## config.mk

```make
export PLATFORM = sky130hd
export DESIGN_NAME = arcl_div
export DESIGN_NICKNAME = d
export VERILOG_FILES = /design/src/sv/arcl_div.sv
export SDC_FILE = /design/constraint.sdc
export NUM_CORES = 1
export LEC_CHECK = 0
export BUFFER_PORTS_ARGS = -buffer_cell sky130_fd_sc_hd__buf_2
export CORE_MARGIN = 2
export CORE_UTILIZATION = 30
export CTS_CLUSTER_SIZE = 16
export DETAILED_ROUTE_END_ITERATION = 8
export GPL_TIMING_DRIVEN = 1
export PLACE_DENSITY = 0.54
export SYNTH_ARGS = -nofsm -noshare
export SYNTH_HDL_FRONTEND = slang
export SYNTH_SLANG_ARGS = --single-unit
```

## constraint.sdc

```tcl
create_clock -name clk -period 3.3 [get_ports clk]
set_input_delay 0.66 -clock clk [delete_from_list [all_inputs] [get_ports clk]]
set_output_delay 0.66 -clock clk [all_outputs]
set_load 0.02 [all_outputs]
```

## src/sv/arcl_div.sv

```systemverilog
// ============================================================================
// arcl_div
// Radix-2 restoring divider for unsigned operands, one quotient bit a cycle.
// ============================================================================
module arcl_div
(
    input  logic        clk,
    input  logic        rst_n,
    input  logic        start,
    input  logic [63:0] dividend,
    input  logic [63:0] divisor,
    output logic        done,
    output logic [63:0] quotient
);

    logic [63:0] rem_reg;
    logic [63:0] quo_reg;
    logic [63:0] dvs_reg;
    logic [6:0]  cnt_reg;
    logic        busy_reg;
    logic [64:0] trial;

    assign trial    = {rem_reg, quo_reg[63]} - {1'b0, dvs_reg};
    assign quotient = quo_reg;
    assign done     = busy_reg && (cnt_reg == 7'd0);

    // shift and subtract
    always_ff @(posedge clk or negedge rst_n)
    begin
        if (!rst_n)
        begin
            busy_reg <= 1'b0;
            cnt_reg  <= 7'd0;
        end
        else if (start)
        begin
            busy_reg <= 1'b1;
            cnt_reg  <= 7'd64;
            rem_reg  <= 64'd0;
            quo_reg  <= dividend;
            dvs_reg  <= divisor;
        end
        else if (busy_reg && cnt_reg != 7'd0)
        begin
            cnt_reg <= cnt_reg - 7'd1;
            if (!trial[64])
            begin
                rem_reg <= trial[63:0];
                quo_reg <= {quo_reg[62:0], 1'b1};
            end
            else
            begin
                rem_reg <= {rem_reg[62:0], quo_reg[63]};
                quo_reg <= {quo_reg[62:0], 1'b0};
            end
        end
        else if (done)
        begin
            busy_reg <= 1'b0;
        end
    end

endmodule

```

==> impl_metrics.toml <==
[clocking]
cts_max_level = 4
clockBufferDepth = 2
clock_latency_ns = 0.50
cts_root_buf = "clkbuf_16"
clock_sinks = 200
clk_pin_slew_ns = 0.09
cts_tree = "done"
ctsHoldBuffers = 0
cts_made_buffers = 17

[global_route]
grt_max_degree = 134
grt_pass1_wl_um = 59400
antenna_found_initial = 0
globalRouteTotalUtil = 0.171
grt-ovfl-total = 0
grt_pass1_vias = 10900

[synthesis]
synth_compound_area_frac = 0.173
ys_types = 82
synth.top_cell.area_share = 0.450
ys_seq_area_frac = 0.466
synth_edf_count = 192
synth_mux_area_frac = 0.0623
synthXorXnorAreaFrac = 0.0410
synth_top_family_by_area = "compound AO/OA/AOI/OAI gates"
syn_inst = 1260
syn_nets = 1458
avgSynthCellArea_um2 = 10.2
ys.flop_type = "edfxtp_1"
async_flop_share = 0.0400
synth_top_cell_by_area = "edfxtp_1"
ys_top_cells_by_area = "edfxtp_1 (45%), ha_1 (6.4%), mux2_2 (5.8%)"
synth_adder_area_share = 0.0661
ys_warn_count = 0
synth_area_um2 = 12800
yosys.area_share.simple = 0.136
yosys_register_bits = 200

[routing]
wirelength_um = 37900
ant_nets = 0
viasPerCell = 5.08
drtPass1Iterations = 5
drtIter0Drc = 582
drc = 0
via_count = 10800
wl_per_cell_um = 17.9

[run_status]
violations = "negative setup slack"
status = "complete, but fails checks"

[placement]
port_buffers = 195
dpl.hpwl_um = 26700
gp_congestion = 0.845
pre_cts_slack_ns = -0.231

[die]
dieArea_um2 = 44300
core-area_um2 = 42000
fp.dieH_um = 211
initial_utilization = 0.305
pin_count = 196
die_w_um = 211
rows = 75

[worst_setup_path]
cpPeakStageDelay_ns = 0.55
crit_path_end_kind = "register"
critPathKind = "reg -> reg"
critPathMaxFanout = 14
reg2reg_setup_slack_ns = -0.04
crit_arrival_ns = 3.67
crit_chain = "ha_1, nand4_1, or4_1, o21ai_1, a211oi_1, buf_4, a2bb2oi_4, buf_12, xnor2_4, buf_12, or3b_1, a311oi_2"
worstPathRequired_ns = 3.62
worst-r2r-cell-count = 12
startpoint_type = "register"
cp_common_cell = "buf_12"
cp_slowest_cell = "or4_1"

[sta]
setup_viol = 3
slew_headroom = 0.340
fmax_mhz = 299
drv_slew = 0
worstMarginPinSlew_ns = 0.990
fin_crit_ns = 3.34
whs_ns = 0.138
rsz0062_at_grt = "true"
post-route-period-util = 1.01
hold_viol = 0
clock_skew_ns = 0.0151
fin_ws_ns = -0.0433

[finish]
diodes = 0
drive_gt1_frac = 0.371
fin_nets = 1768
syn2layout_area_growth_pct = 31.9

[power_and_ir_drop]
p_seq_frac = 0.243
p_clk_frac = 0.137
combPwrFrac = 0.620
pwr_density_cell_nw_per_um2 = 971
p_leak_uw = 0.00692
internal-power_uw = 9490
power.switching_uw = 6900
p_sw_frac = 0.421
ir_drop_uv = 601

[worst_hold_path]
hp-class = "in -> async"

[flow_run]
max_cap_violations = 0
-- timing repair --
| item | in CTS | in global routing |
|---|---|---|
| cloned | 4 | 2 |
| pin swaps | 8 | 42 |
| buffers inserted | 7 | 9 |
| resized for setup | 35 | 111 |
| setup endpoints to repair | 63 | 65 |
-- cells by family (layout without fill, tap and decap cells) --
| group | count (synthesis) | count (layout) |
|---|---|---|
| buf+inv | 153 | 476 |
| mux | 71 | 71 |
| fa+ha+maj | 67 | 67 |
| flops | 200 | 200 |
| xor+xnor | 57 | 57 |
| simple gates | 382 | 382 |
| compound gates | 330 | 330 |
-- worst paths after layout --
path,from,to
max,rem_reg[58],rem_reg[3]
min,rst_n,busy_reg
max reg2reg,rem_reg[58],rem_reg[3]
min reg2reg,cnt_reg[6],cnt_reg[6]
max in group asynchronous,rst_n,cnt_reg[6]
min in group clk,divisor[53],dvs_reg[53]
-- worst max-delay path: cells and delay by family (launching register included) --
kind	cells	cell delay, ns
AND/OR/NAND/NOR	3	1.14
AO/OA/AOI/OAI	4	0.67
flip-flops	1	0.47
buffers and inverters	3	0.46
adder cells (fa/ha/maj)	1	0.34
XOR/XNOR	1	0.07
-- cells in the mapped netlist (24+ instances only) --
cell,number
a21o_1,25
xor2_1,26
o21ai_0,53
nand4_1,24
xnor2_1,29
a211oi_1,26
edfxtp_1,192
nor2_1,111
inv_1,84
ha_1,66
mux2_2,66
a21oi_1,99
nand2_1,142
a311oi_1,32
clkbuf_1,33
-- cells in the final DEF (no fill, tap or decap), types with 19 or more instances in the layout --
| cell type | n |
|---|---|
| o21ai_0 | 45 |
| edfxtp_1 | 192 |
| nand2_1 | 135 |
| ha_1 | 47 |
| nor2_1 | 110 |
| mux2_2 | 66 |
| inv_1 | 84 |
| a21oi_1 | 88 |
| a21o_1 | 24 |
| clkbuf_16 | 19 |
| buf_2 | 194 |
| nor3_1 | 20 |
| nand4_1 | 24 |
| xnor2_1 | 29 |
| a311oi_1 | 19 |
| xor2_1 | 25 |
| buf_4 | 147 |
-- area by class of cell --
type | instances | area, um2
repair buffers | 360 | 2450
inverters | 84 | 315
clock inverters | 15 | 203
flip-flops and latches | 200 | 5970
multi-input cells | 907 | 6860
fillers | 4123 | 25200
well taps | 539 | 674
clock buffers | 17 | 425
-- routing by layer --
layer | GRT usage | part of all wire | up-vias
met3 | 0.0510 | 0.062 | 42
met4 | 0.0488 | 0.017 | 0
met5 | 0 | 0 | -
met1 | 0.226 | 0.46 | 5154
met2 | 0.271 | 0.46 | 308
li1 | - | - | 5277
-- power by group through the flow --
| stage | clock, uW | sequential, uW | combinational (uW) |
|---|---|---|---|
| 5_1_grt | 2410 | 4060 | 11000 |
| 4_1_cts | 2340 | 3950 | 9060 |
| 3_5_place_dp | 0 | 3990 | 8140 |
| 2_1_floorplan | 0 | 4030 | 5230 |
| 6_report | 2250 | 3980 | 10200 |
| 3_3_place_gp | 0 | 3970 | 8100 |
-- through the flow --
stage | setup TNS (ns) | cells | cell area, um2 | utilization | total power, uW
after floorplan | 0 | 1260 | 12800 | - | 9260
after global placement | -9.25 | 2069 | 15200 | 0.362 | 12100
after detailed placement | -5.02 | 2069 | 15200 | 0.362 | 12100
after CTS | 0 | 2112 | 16200 | 0.385 | 15400
after global routing | -4.36 | 2122 | 16900 | 0.402 | 17500
final | -0.0628 | 2122 | 16900 | 0.402 | 16400
No activity file was read; power rests on OpenSTA's default activity.
